## src/srb_pkg.sv

```systemverilog
// ----------------------------------------------------------------------------
// srb_pkg: shared definitions for the serial receive buffer
// Buffer depth, pointer and count widths, request codes, sequencer states,
// the result record and pointer arithmetic helpers.
// ----------------------------------------------------------------------------
`default_nettype none

package srb_pkg;

	// Buffer geometry (depth may range from 2 to 128)
	localparam int DEPTH = 64;
	localparam int PTR_W = (DEPTH > 1) ? $clog2(DEPTH) : 1;
	localparam int CNT_W = $clog2(DEPTH + 1);
	localparam int SUM_W = PTR_W + 1;

	// Request codes carried in the mode field
	typedef enum logic [2:0] {
		MODE_RECV       = 3'd0,
		MODE_READ_ONE   = 3'd1,
		MODE_READ_COUNT = 3'd2,
		MODE_READ_TERM  = 3'd3,
		MODE_CLEAR      = 3'd4
	} mode_t;

	// Kind of request parked until enough bytes or its terminator arrive
	typedef enum logic [1:0] {
		WAIT_NONE  = 2'd0,
		WAIT_COUNT = 2'd1,
		WAIT_TERM  = 2'd2
	} wait_kind_t;

	// Sequencer states
	typedef enum logic [2:0] {
		ST_IDLE,
		ST_SCAN_RD,
		ST_SCAN_CMP,
		ST_EMIT_RD,
		ST_EMIT_OUT,
		ST_EMPTY_OUT
	} state_t;

	// One result record
	typedef struct packed {
		logic [7:0] out_byte;
		logic       last_of_run;
		logic       empty_read;
		logic [6:0] bytes_held;
	} res_t;

	localparam logic [7:0] EMPTY_BYTE = 8'hFF;

	// Ring pointer advance by one
	function automatic logic [PTR_W-1:0] ptr_inc(input logic [PTR_W-1:0] p);
		return (p == PTR_W'(DEPTH - 1)) ? '0 : p + PTR_W'(1);
	endfunction

	// Ring pointer plus offset, both below DEPTH
	function automatic logic [PTR_W-1:0] ptr_add(input logic [PTR_W-1:0] a,
			input logic [PTR_W-1:0] b);
		logic [SUM_W-1:0] sum;
		sum = {1'b0, a} + {1'b0, b};
		if (sum >= SUM_W'(DEPTH)) begin
			sum = sum - SUM_W'(DEPTH);
		end
		return sum[PTR_W-1:0];
	endfunction

endpackage

`default_nettype wire

```

## src/srb_if.sv

```systemverilog
// ----------------------------------------------------------------------------
// srb_if: request and result channels of the serial receive buffer
// Valid/ready channels; a transaction completes when valid and ready are high.
// ----------------------------------------------------------------------------
`default_nettype none

interface srb_req_if;
	logic       valid;
	logic       ready;
	logic [2:0] mode;
	logic [7:0] data_byte;
	logic [7:0] request_len;
	logic [7:0] terminator;

	modport source (output valid, mode, data_byte, request_len, terminator, input ready);
	modport sink (input valid, mode, data_byte, request_len, terminator, output ready);
endinterface

interface srb_rsp_if;
	logic       valid;
	logic       ready;
	logic [7:0] out_byte;
	logic       last_of_run;
	logic       empty_read;
	logic [6:0] bytes_held;

	modport source (output valid, out_byte, last_of_run, empty_read, bytes_held, input ready);
	modport sink (input valid, out_byte, last_of_run, empty_read, bytes_held, output ready);
endinterface

`default_nettype wire

```

## src/srb_seq.sv

```systemverilog
// ----------------------------------------------------------------------------
// srb_seq: byte ring, pointers and request sequencer
// Holds the byte memory and walks it one entry per step with a single
// compare unit for terminator scans and run emission.
// ----------------------------------------------------------------------------
`default_nettype none

module srb_seq (
	input  wire logic         clk,
	input  wire logic         arst_n,
	srb_req_if.sink           req,
	output logic              res_valid,
	output srb_pkg::res_t     res,
	input  wire logic         res_ready
);

	srb_pkg::state_t     state_q, state_d;
	srb_pkg::wait_kind_t kind_q;

	logic [srb_pkg::PTR_W-1:0] head_q, tail_q, idx_q, rd_addr;
	logic [srb_pkg::CNT_W-1:0] count_q, run_q;
	logic [7:0]                wlen_q, wterm_q;

	logic [7:0] mem [srb_pkg::DEPTH];
	logic [7:0] rdata_q;

	logic                      accept, full, rel_count, rel_term, scan_hit, scan_end;
	logic [srb_pkg::CNT_W-1:0] cnt_new, len_sat, rel_len, count_inc;
	logic [7:0]                len1;

	// Request decode helpers
	assign req.ready = (state_q == srb_pkg::ST_IDLE);
	assign accept    = req.valid && req.ready;
	assign full      = (count_q == srb_pkg::CNT_W'(srb_pkg::DEPTH));
	assign count_inc = count_q + srb_pkg::CNT_W'(1);
	assign cnt_new   = full ? count_q : count_inc;
	assign len_sat   = (req.request_len > 8'(srb_pkg::DEPTH)) ?
		srb_pkg::CNT_W'(srb_pkg::DEPTH) : srb_pkg::CNT_W'(req.request_len);
	assign len1      = (req.request_len == 8'd0) ? 8'd1 : req.request_len;

	// Release checks for a parked request on byte arrival
	assign rel_count = (kind_q == srb_pkg::WAIT_COUNT) && (8'(cnt_new) >= wlen_q);
	assign rel_term  = (kind_q == srb_pkg::WAIT_TERM) && (req.data_byte == wterm_q);
	assign rel_len   = (8'(cnt_new) < wlen_q) ? cnt_new : srb_pkg::CNT_W'(wlen_q);

	// Shared compare unit for the scan
	assign scan_hit = (rdata_q == wterm_q) || ((8'(idx_q) + 8'd1) == wlen_q);
	assign scan_end = ((srb_pkg::CNT_W'(idx_q) + srb_pkg::CNT_W'(1)) == count_q);

	// Read address: scan offset or head
	always_comb begin
		rd_addr = head_q;
		if (state_q == srb_pkg::ST_SCAN_RD) begin
			rd_addr = srb_pkg::ptr_add(head_q, idx_q);
		end
	end

	// Byte memory, registered read
	always_ff @(posedge clk) begin
		if (accept && req.mode == srb_pkg::MODE_RECV) begin
			mem[tail_q] <= req.data_byte;
		end
		rdata_q <= mem[rd_addr];
	end

	// Next state
	always_comb begin
		state_d = state_q;
		unique case (state_q)
			srb_pkg::ST_IDLE: begin
				if (accept) begin
					if (req.mode == srb_pkg::MODE_RECV) begin
						if (rel_count || rel_term) begin
							state_d = srb_pkg::ST_EMIT_RD;
						end
					end else if (kind_q == srb_pkg::WAIT_NONE) begin
						case (req.mode)
							srb_pkg::MODE_READ_ONE: begin
								state_d = (count_q == '0) ? srb_pkg::ST_EMPTY_OUT :
									srb_pkg::ST_EMIT_RD;
							end
							srb_pkg::MODE_READ_COUNT: begin
								if (count_q >= len_sat && len_sat != '0) begin
									state_d = srb_pkg::ST_EMIT_RD;
								end
							end
							srb_pkg::MODE_READ_TERM: begin
								if (count_q != '0) begin
									state_d = srb_pkg::ST_SCAN_RD;
								end
							end
							default: state_d = srb_pkg::ST_IDLE;
						endcase
					end
				end
			end
			srb_pkg::ST_SCAN_RD: state_d = srb_pkg::ST_SCAN_CMP;
			srb_pkg::ST_SCAN_CMP: begin
				if (scan_hit) begin
					state_d = srb_pkg::ST_EMIT_RD;
				end else if (scan_end) begin
					state_d = srb_pkg::ST_IDLE;
				end else begin
					state_d = srb_pkg::ST_SCAN_RD;
				end
			end
			srb_pkg::ST_EMIT_RD: state_d = srb_pkg::ST_EMIT_OUT;
			srb_pkg::ST_EMIT_OUT: begin
				if (res_ready) begin
					state_d = (run_q == srb_pkg::CNT_W'(1)) ? srb_pkg::ST_IDLE :
						srb_pkg::ST_EMIT_RD;
				end
			end
			srb_pkg::ST_EMPTY_OUT: begin
				if (res_ready) begin
					state_d = srb_pkg::ST_IDLE;
				end
			end
			default: state_d = srb_pkg::ST_IDLE;
		endcase
	end

	// Result outputs
	always_comb begin
		res_valid       = 1'b0;
		res.out_byte    = rdata_q;
		res.last_of_run = (run_q == srb_pkg::CNT_W'(1));
		res.empty_read  = 1'b0;
		res.bytes_held  = 7'(count_q - srb_pkg::CNT_W'(1));
		unique case (state_q)
			srb_pkg::ST_EMIT_OUT: res_valid = 1'b1;
			srb_pkg::ST_EMPTY_OUT: begin
				res_valid       = 1'b1;
				res.out_byte    = srb_pkg::EMPTY_BYTE;
				res.last_of_run = 1'b1;
				res.empty_read  = 1'b1;
				res.bytes_held  = 7'(count_q);
			end
			default: res_valid = 1'b0;
		endcase
	end

	// State register
	always_ff @(posedge clk or negedge arst_n) begin
		if (!arst_n) begin
			state_q <= srb_pkg::ST_IDLE;
		end else begin
			state_q <= state_d;
		end
	end

	// Pointers, count, parked request and run length
	always_ff @(posedge clk or negedge arst_n) begin
		if (!arst_n) begin
			head_q  <= '0;
			tail_q  <= '0;
			count_q <= '0;
			kind_q  <= srb_pkg::WAIT_NONE;
			wlen_q  <= '0;
			wterm_q <= '0;
			idx_q   <= '0;
			run_q   <= '0;
		end else begin
			unique case (state_q)
				srb_pkg::ST_IDLE: begin
					if (accept) begin
						if (req.mode == srb_pkg::MODE_RECV) begin
							tail_q  <= srb_pkg::ptr_inc(tail_q);
							count_q <= cnt_new;
							if (full) begin
								head_q <= srb_pkg::ptr_inc(head_q);
							end
							if (rel_count) begin
								kind_q <= srb_pkg::WAIT_NONE;
								run_q  <= srb_pkg::CNT_W'(wlen_q);
							end else if (rel_term) begin
								kind_q <= srb_pkg::WAIT_NONE;
								run_q  <= rel_len;
							end
						end else if (kind_q == srb_pkg::WAIT_NONE) begin
							case (req.mode)
								srb_pkg::MODE_READ_ONE: run_q <= srb_pkg::CNT_W'(1);
								srb_pkg::MODE_READ_COUNT: begin
									if (count_q >= len_sat) begin
										run_q <= len_sat;
									end else begin
										kind_q <= srb_pkg::WAIT_COUNT;
										wlen_q <= 8'(len_sat);
									end
								end
								srb_pkg::MODE_READ_TERM: begin
									wlen_q  <= len1;
									wterm_q <= req.terminator;
									idx_q   <= '0;
									if (count_q == '0) begin
										kind_q <= srb_pkg::WAIT_TERM;
									end
								end
								srb_pkg::MODE_CLEAR: begin
									head_q  <= '0;
									tail_q  <= '0;
									count_q <= '0;
								end
								default: run_q <= run_q;
							endcase
						end
					end
				end
				srb_pkg::ST_SCAN_CMP: begin
					if (scan_hit) begin
						run_q <= srb_pkg::CNT_W'(idx_q) + srb_pkg::CNT_W'(1);
					end else if (scan_end) begin
						kind_q <= srb_pkg::WAIT_TERM;
					end else begin
						idx_q <= idx_q + srb_pkg::PTR_W'(1);
					end
				end
				srb_pkg::ST_EMIT_OUT: begin
					if (res_ready) begin
						head_q  <= srb_pkg::ptr_inc(head_q);
						count_q <= count_q - srb_pkg::CNT_W'(1);
						run_q   <= run_q - srb_pkg::CNT_W'(1);
					end
				end
				default: run_q <= run_q;
			endcase
		end
	end

	// Checks
	a_count_bound: assert property (@(posedge clk) disable iff (!arst_n)
		count_q <= srb_pkg::CNT_W'(srb_pkg::DEPTH))
		else $error("held count above depth");

	a_emit_nonempty: assert property (@(posedge clk) disable iff (!arst_n)
		state_q == srb_pkg::ST_EMIT_OUT |-> count_q != '0 && run_q != '0)
		else $error("run emission from empty buffer");

	a_count_park: assert property (@(posedge clk) disable iff (!arst_n)
		(state_q == srb_pkg::ST_IDLE && kind_q == srb_pkg::WAIT_COUNT)
		|-> 8'(count_q) < wlen_q)
		else $error("count read parked although enough bytes held");

	a_run_done: assert property (@(posedge clk) disable iff (!arst_n)
		state_q == srb_pkg::ST_EMIT_OUT && res_ready && run_q == srb_pkg::CNT_W'(1)
		|=> state_q == srb_pkg::ST_IDLE)
		else $error("sequencer did not return to idle after last byte");

endmodule

`default_nettype wire

```

## src/serial_receive_buffer_unit.sv

```systemverilog
// A receive transaction is taken in the idle state. A read passes through the memory read state, the
// emit state and the output register before its first result appears (the empty result state for a
// single read of an empty buffer); each further result repeats the read and emit states while the sink
// takes them. A terminator scan reads, then compares, each held byte examined before its run starts.
// Throughput: one request at a time; ready is low until its last result has entered the output register.
// Reset clears pointers, count, parked request and output valid; byte memory is not cleared.
// ----------------------------------------------------------------------------
// serial_receive_buffer_unit: receive byte buffer that drops the oldest byte
// Request sequencer over a byte ring plus an output register on the result
// channel.
// ----------------------------------------------------------------------------
`default_nettype none

module serial_receive_buffer_unit (
	input  wire logic clk,
	input  wire logic arst_n,
	srb_req_if.sink   req,
	srb_rsp_if.source rsp
);

	logic          res_valid, res_ready;
	srb_pkg::res_t res;
	logic          out_valid_q;
	srb_pkg::res_t out_q;

	srb_seq u_seq (
		.clk       (clk),
		.arst_n    (arst_n),
		.req       (req),
		.res_valid (res_valid),
		.res       (res),
		.res_ready (res_ready)
	);

	// Output register: takes a new result when empty or being drained
	assign res_ready = !out_valid_q || rsp.ready;

	always_ff @(posedge clk or negedge arst_n) begin
		if (!arst_n) begin
			out_valid_q <= 1'b0;
		end else if (res_ready) begin
			out_valid_q <= res_valid;
		end
	end

	always_ff @(posedge clk) begin
		if (res_ready && res_valid) begin
			out_q <= res;
		end
	end

	assign rsp.valid       = out_valid_q;
	assign rsp.out_byte    = out_q.out_byte;
	assign rsp.last_of_run = out_q.last_of_run;
	assign rsp.empty_read  = out_q.empty_read;
	assign rsp.bytes_held  = out_q.bytes_held;

endmodule

`default_nettype wire

```

## src/flat_wrapper.sv

```systemverilog
// flat-port wrapper written by rule: the top's interface ports become plain ports
module serial_receive_buffer_unit_flat 
  (clk, arst_n, req_valid, req_mode, req_data_byte, req_request_len, req_terminator, req_ready, rsp_valid, rsp_out_byte, rsp_last_of_run, rsp_empty_read, rsp_bytes_held, rsp_ready);
  srb_req_if req_i ();
  srb_rsp_if rsp_i ();
  input  wire logic clk;
  input  wire logic arst_n;
  input wire logic [$bits(req_i.valid)-1:0] req_valid;
  input wire logic [$bits(req_i.mode)-1:0] req_mode;
  input wire logic [$bits(req_i.data_byte)-1:0] req_data_byte;
  input wire logic [$bits(req_i.request_len)-1:0] req_request_len;
  input wire logic [$bits(req_i.terminator)-1:0] req_terminator;
  output wire logic [$bits(req_i.ready)-1:0] req_ready;
  output wire logic [$bits(rsp_i.valid)-1:0] rsp_valid;
  output wire logic [$bits(rsp_i.out_byte)-1:0] rsp_out_byte;
  output wire logic [$bits(rsp_i.last_of_run)-1:0] rsp_last_of_run;
  output wire logic [$bits(rsp_i.empty_read)-1:0] rsp_empty_read;
  output wire logic [$bits(rsp_i.bytes_held)-1:0] rsp_bytes_held;
  input wire logic [$bits(rsp_i.ready)-1:0] rsp_ready;
  assign req_i.valid = req_valid;
  assign req_i.mode = req_mode;
  assign req_i.data_byte = req_data_byte;
  assign req_i.request_len = req_request_len;
  assign req_i.terminator = req_terminator;
  assign req_ready = req_i.ready;
  assign rsp_valid = rsp_i.valid;
  assign rsp_out_byte = rsp_i.out_byte;
  assign rsp_last_of_run = rsp_i.last_of_run;
  assign rsp_empty_read = rsp_i.empty_read;
  assign rsp_bytes_held = rsp_i.bytes_held;
  assign rsp_i.ready = rsp_ready;
  serial_receive_buffer_unit u_core (.clk(clk), .arst_n(arst_n), .req(req_i), .rsp(rsp_i));
endmodule
```

## config.mk

```make
export PLATFORM = sky130hd
export DESIGN_NAME = serial_receive_buffer_unit_flat
export DESIGN_NICKNAME = d
export VERILOG_FILES = /design/src/srb_pkg.sv /design/src/srb_if.sv /design/src/srb_seq.sv /design/src/serial_receive_buffer_unit.sv /design/src/flat_wrapper.sv
export SDC_FILE = /design/constraint.sdc
export NUM_CORES = 1
export LEC_CHECK = 0
export BUFFER_PORTS_ARGS = -buffer_cell sky130_fd_sc_hd__buf_2
export CAP_MARGIN = 20
export CORE_ASPECT_RATIO = 0.8
export CORE_UTILIZATION = 60
export CTS_CLUSTER_DIAMETER = 80
export CTS_CLUSTER_SIZE = 40
export DETAILED_ROUTE_END_ITERATION = 7
export PLACE_DENSITY = 0.84
export SETUP_SLACK_MARGIN = 0.02
export SYNTH_ARGS = -nofsm -noshare
export SYNTH_HDL_FRONTEND = slang
export SYNTH_SLANG_ARGS = --single-unit
export TNS_END_PERCENT = 50
```

## constraint.sdc

```tcl
create_clock -name clk -period 4.9 [get_ports clk]
set_clock_uncertainty 0.05 [all_clocks]
set_input_delay 0.98 -clock clk [delete_from_list [all_inputs] [get_ports clk]]
set_output_delay 0.98 -clock clk [all_outputs]
set_load 0.01 [all_outputs]
```

---- Yosys cells after proc, flatten, opt, wreduce, memory -nomap -nowiden ----
Memory sizes are Yosys's and may differ from the RTL's. A register that Yosys moved wholly into a read port is not among the register bits.
Cells that the tools add are included.
storage, ports and cells
  register bits ........................... 71
  bits in latches ......................... 0
  bits in writable memories ............... 512
  bits in read-only memories .............. 0
  input bits .............................. 31
  output and inout bits ................... 19
  memories kept ........................... 1
memory list
  name              words  width  read ports  clocked after Yosys merged registers in  wr ports  RTL line       source
  u_core.u_seq.mem  64     8      1           1                                        1         srb_seq.sv:24  logic [7:0] mem [srb_pkg::DEPTH];
cells by class
  add/subtract/negate cells ............... 10
  $mul .................................... 0
  divide/modulo/power cells ............... 0
  magnitude comparators ................... 5
  eq/ne operators ......................... 42
  shift operators ......................... 0
  mux-type cells .......................... 70
  bitwise operators ....................... 1
  reduce and logical (&&, ||, !) cells .... 33
operators by type and width
  kind                 number
  $mux 7               16
  $mux 6               17
  $pmux 7 s2           2
  $mux 3               9
  $mux 8               3
  $ne 4x4->1 const B   6
  $pmux 6 s2           2
  $mux 2               11
  $pmux 7 s3           1
  $add 6x1->6 const B  3
  $pmux 3 s6           1
  $eq 8x8->1           2
  $pmux 8 s2           1
  $add 6x1->7 const B  2
  $reduce_and 7->1     2
  $reduce_bool 7->1    2
  $sub 7x1->7 const B  2
  $eq 3x2->1 const B   4
  $eq 6x6->1 const B   2
  $ne 2x2->1 const B   6
  $reduce_and 6->1     2
  $ne 2x1->1 const B   5
  $reduce_and 5->1     2
  $reduce_bool 2->1    5
  36 further kinds     53

---- Logic depth before layout (Yosys ltp) ----
  depth in word-level cells ............... 10
  gate-level depth with buffers ........... 17

---- Modules after synthesis ----
From an unflattened synthesis, not the netlist that was laid out.
second synthesis, totals
  cells, all modules ...................... 1894
  area, all modules ....................... 26001.2 µm²
by module, submodules not included
  module                      instances  cells an instance  area each (µm²)  seq. area each (µm²)
  srb_seq                     1          1873               25436.9          16861.2
  serial_receive_buffer_unit  1          21                 564.3            535.5

---- Worst setup path before layout ----
OpenSTA, ideal clock, no wires.
  path kind ............................... flip-flop to flip-flop
  from .................................... reg u_core.u_seq.count_q[0] (netlist name)
  to ...................................... reg u_core.u_seq.run_q[0] (netlist name)
  data arrival time ....................... 3.576 ns
  data required time ...................... 4.729 ns
  path slack .............................. 1.153 ns
  cell stages (with the launch flop) ...... 16
  clock period less this slack ............ 3.747 ns
  path through ............................ dfrtp_1 -> clkbuf_1 -> inv_1 -> ha_1 -> or3b_2 -> nor3_2 -> nand2_1 -> xnor2_1 -> ha_1 -> nand4_1 -> or3b_2 -> a31oi_1 -> nor2_1 -> o31ai_1 -> o21ai_0 -> o22a_1
on the way
  longest elaborated chain between the ends .. 9
  elaborated cells on any way between the ends .. 16
  classes of those cells .................. add/sub: 1; order compare: 3; eq/ne: 3; mux: 7; reduce/logical: 2
ends and longest elaborated chain
  what                                       RTL line                      source
  start, declared                            srb_seq.sv:21                 logic [srb_pkg::CNT_W-1:0] count_q, run_q;
  start signal, assigned                     srb_seq.sv:169                count_q <= cnt_new;
  start signal, assigned                     srb_seq.sv:221                count_q <= count_q - srb_pkg::CNT_W'(1);
  $add 7x1->7 or $eq 7x7->1 (tied branches)  srb_seq.sv:35, srb_seq.sv:34
  $mux 7                                     srb_seq.sv:36                 assign cnt_new = full ? count_q : count_inc;
  $lt 7x8->1                                 srb_seq.sv:44                 assign rel_len = (8'(cnt_new) < wlen_q) ? cnt_new : srb_pkg::CNT_W'(wlen_q);
  $mux 7                                     srb_seq.sv:44
  $mux 7                                     srb_seq.sv:176                end else if (rel_term) begin
  $mux 7                                     srb_seq.sv:173                if (rel_count) begin
  $mux 7                                     srb_seq.sv:167                if (req.mode == srb_pkg::MODE_RECV) begin
  $mux 7                                     srb_seq.sv:166                if (accept) begin
  $pmux 7 s3                                 srb_seq.sv:164                unique case (state_q)
  end signal, assigned                       srb_seq.sv:175                run_q <= srb_pkg::CNT_W'(wlen_q);
  end signal, assigned                       srb_seq.sv:178                run_q <= rel_len;
  end signal, assigned                       srb_seq.sv:182                srb_pkg::MODE_READ_ONE: run_q <= srb_pkg::CNT_W'(1);
  end, declared                              srb_seq.sv:21
Several ways; a longest one is shown, not always the timed one. The select of a mux whose other input is x is not followed.
A chain may end at the register's enable or synchronous reset.

---- Worst setup path in the final report ----
Same ends and word-level chain as after synthesis.

==> results.yml <==
critical_path:
  critPathRequiredTime_ns: 5.33
  endpoint_kind: "flop"
  startpoint_type: "flop"
  startpoint_of_the_worst_register_to_register_path: "u_core.u_seq.count_q[0]"
  critical-path-max-stage-delay_ns: 0.52
  criticalPathCategory: "reg -> reg"
  worst-endpoint-arrival_ns: 4.63
  worstPathCellList: "inv_1 > ha_1 > or3b_2 > nor3_2 > buf_4 > nand2_1 > xnor2_1 > ha_1 > nand4_1 > or3b_2 > a31oi_1 > nor2_1 > o31ai_1 > o21ai_0 > o22a_1"
  reg2regPathDepth: 15
  worstReg2RegEnd: "u_core.u_seq.run_q[0]"
  startpoint: "u_core.u_seq.count_q[0]"
  timing.critical_path.to: "u_core.u_seq.run_q[0]"
  reg_to_reg_slack_setup_ns: 0.71
  timing.critical_path.slowest_stage_cell: "dfrtp_1"
  worstPathMaxFanout: 9
final_layout:
  area.growth.synth_to_final_pct: 6.20
  postLayoutCoreUtil: 0.649
  multi_input_comb_area_um2: 7630
  final_area_um2: 27200
  insertedDiodeCount: 0
  area.sequential_um2: 17400
  num-fill-cells: 2967
  design.final.nets: 2124
  final_layout_size_suffix_gt1_frac: 0.0841
yosys:
  synth_async_sr_flop_share: 0.0914
  yosys.area.top_type_share: 0.619
  synth_seq_area_share: 0.678
  synth_edf_count: 529
  yosys_warnings: 0
  synth_top_area_cell: "edfxtp_1"
  synth_fp_nets: 2130
  yosys-top-cells-area: "edfxtp_1 (62%), nand2_1 (6.7%), dfrtp_1 (5.3%), nand3_1 (2.0%), nor2_1 (1.9%)"
  synth_ff_type: "edfxtp_1"
  netlist_area_pre_place_um2: 25600
  synth.avg_cell_area_um2: 12.4
  synth_seq_cells: 591
  ys_types: 75
  synthCells: 2072
place:
  gp_congestion: 0.959
  post-dp-hpwl_mm: 42.6
  placement.io_buffers: 49
  postPlaceCellArea_um2: 26500
floorplan:
  std_cell_rows: 67
  area_of_the_die_um2: 43600
  core_area_um2: 42000
  start_util: 0.611
  number_of_ports_placed_on_the_die_boundary: 50
  dieWidth_um: 233
  die_h_um: 187
power_and_ir_drop:
  power_leakage_nw: 9.42
  power_mw: 12.9
  comb_power_share: 0.326
  peakVddDrop_mv: 0.455
  p_per_area_nw_per_um2: 474
  power_report.internal_total_mw: 8.16
  switching_power_summed_over_all_nets_mw: 4.75
  sequential_cell_fraction_of_total_power: 0.474
  clock_power_share: 0.200
  power.switching_fraction: 0.368
clocking:
  tritoncts: "done"
  clockBufferDepth: 3
  number_of_buffers_inserted_during_clock_tree_synthesis: 22
  clock_insertion_delay_worst_skew_ns: 0.61
  cts_resized: 0
  post_cts_setup_bufs: 0
  cts.htree.levels: 1
  path_clk_slew_ns: 0.14
  clk_root_buffer_cell: "clkbuf_16"
  cts_hold_buf: 0
  clkSinkCount: 591
timing:
  unrepaired_setup_endpoints_after_global_routing: "false"
  hold_violations: 0
  fmax_ghz: 0.238
  timing.max_slew.rel_slack: 0.319
  tns_ns: 0
  fin_worst_hold_slack_ns: 0.484
  final_period_minus_worst_setup_slack_ns: 4.19
  min_period_over_period: 0.856
  maxSlewViolCount: 0
  report.final.setup_viol: 0
  worst_pin_slew_ns: 1.02
drt:
  drt-wirelength-per-cell_um: 24.9
  drt_first_pass_iters: 5
  dr_total_vias: 17542
  drt-total-wl_mm: 65.6
  initialDrtViolationCount: 2731
  postRouteAntennaNets: 0
  route.detailed.drc: 0
  avgViaCountPerCell: 6.66
global_routing:
  initial_antenna_violation_count: 0
  grt-ovfl-total: 0
  grt_pass1_vias: 16558
  global_route.usage.total: 0.303
  grt_pass1_wl_mm: 99.7
  grt_start_max_net_pins: 99
hold_path:
  worstHoldPathType: "in -> async"
outcome:
  status: "completed"
flow_run:
  timing.max_cap.violations: 0
==> cells in the final DEF (no fill, tap or decap), types with 9 or more instances in the layout <==
cell type  Yosys  routed
mux2i_1       18      17
nand2_1      455     455
inv_1         23      23
xnor2_1       34      34
a31oi_1       43      43
o22ai_1       21      21
buf_4          7      39
clkbuf_16      0      23
and3_1        38      38
nand2b_1      15      15
a221oi_1      20      20
buf_2         43      50
edfxtp_1     529     529
a32o_1        12      12
mux2_2        13      11
a32oi_1       34      34
mux4_2         9       9
nand3_1      102     102
o21ai_0       65      65
a311oi_1      14      14
nand4_1       17      17
xor2_1        19      19
ha_1          26      26
dfrtp_1       54      54
nor3_1        21      21
nor2_1       128     128
a21oi_1       90      90
==> registers in the layout, summed over array words and instances, names as in the netlist, 3 cells and up <==
register               flops
u_core.u_seq.wlen_q        8
u_core.rsp.bytes_held      7
u_core.u_seq.head_q        6
u_core.u_seq.state_q       3
u_core.u_seq.count_q       7
u_core.u_seq.run_q         7
u_core.u_seq.tail_q        6
u_core.u_seq.mem         512
u_core.u_seq.idx_q         6
u_core.u_seq.rdata_q       8
u_core.rsp.out_byte        8
u_core.u_seq.wterm_q       8
==> routing by layer <==
layer  vias to the layer above  global-route usage  part of all wire
li1                       7665                   -                 -
met1                      8585               0.449              0.40
met2                      1154               0.442              0.44
met3                       138              0.0848              0.12
met4                         0              0.0850             0.031
met5                         -             0.00558                 0
==> through the flow <==
step | setup WS (ns) | std cells
after floorplan | 1.15 | 2072
after global placement | 0.859 | 2593
after detailed placement | 0.811 | 2594
after CTS | 0.779 | 2632
after global routing | 0.345 | 2632
final | 0.707 | 2632
==> cells in the mapped netlist, types with 6 or more instances <==
library cell  count
buf_4             7
mux4_2            9
or3_1             6
a22o_1            7
xnor2_1          34
xor2_1           19
o21ai_1           6
a221oi_1         20
a211oi_1          7
mux2i_1          18
inv_1            23
nand3_1         102
nand4_1          17
nor2_1          128
a32o_1           12
mux2_2           13
buf_2            43
a31oi_1          43
nand2_1         455
a311oi_1         14
a32oi_1          34
a21oi_1          90
o21ai_0          65
nor2b_1           7
o22ai_1          21
ha_1             26
clkbuf_1         59
o211ai_1          7
nor3_1           21
buf_1            12
dfrtp_1          54
and3_1           38
dfxtp_1           8
edfxtp_1        529
nand3b_1          6
nand2b_1         15
a22oi_1           8
==> power groups by stage <==
stage / logic, mW / registers (mW) / clock network, mW
floorplan: 2.97 / 5.98 / 0
global placement: 3.98 / 6.20 / 0
detailed placement: 4.09 / 6.20 / 0
CTS: 4.12 / 6.09 / 2.57
global route: 4.56 / 6.14 / 2.73
finish: 4.20 / 6.12 / 2.59
==> worst min path at each step <==
stage	startpoint	endpoint	slack, ns	cells after the start
6_report	arst_n	u_core.u_seq.head_q[4]	0.48	2
3_5_place_dp	u_core.u_seq.run_q[5]	u_core.u_seq.run_q[5]	0.44	1
5_1_grt	u_core.u_seq.run_q[5]	u_core.u_seq.run_q[5]	0.50	1
4_1_cts	u_core.u_seq.run_q[5]	u_core.u_seq.run_q[5]	0.47	1
2_1_floorplan	u_core.u_seq.run_q[5]	u_core.u_seq.run_q[5]	0.41	1
3_3_place_gp	u_core.u_seq.run_q[5]	u_core.u_seq.run_q[5]	0.44	1
==> cell families after synthesis <==
family / synth area share
buffers and inverters: 0.0257
multiplexers: 0.0223
XOR/XNOR: 0.0187
flip-flops: 0.678
AO/OA/AOI/OAI: 0.0969
adder cells (fa/ha/maj): 0.0135
AND/OR/NAND/NOR: 0.145
==> cell type report <==
class	count	area share
flip-flops and latches	591	0.639
clock inverters	11	0.00726
well taps	552	0.0254
inverters	24	0.00331
multi-input cells	1333	0.280
clock buffers	27	0.0217
repair buffers	94	0.0236
==> critical path: cells and delay by family (launching register included) <==
kind	cells	cell delay, ns
xor gates and xnor gates	1	0.20
AOI/OAI and AO/OA	4	0.87
adders and majority gates	2	0.54
buffers and inverters	2	0.38
and+or+nand+nor	6	1.53
DFF	1	0.52
Power figures use the tool's default switching activity.
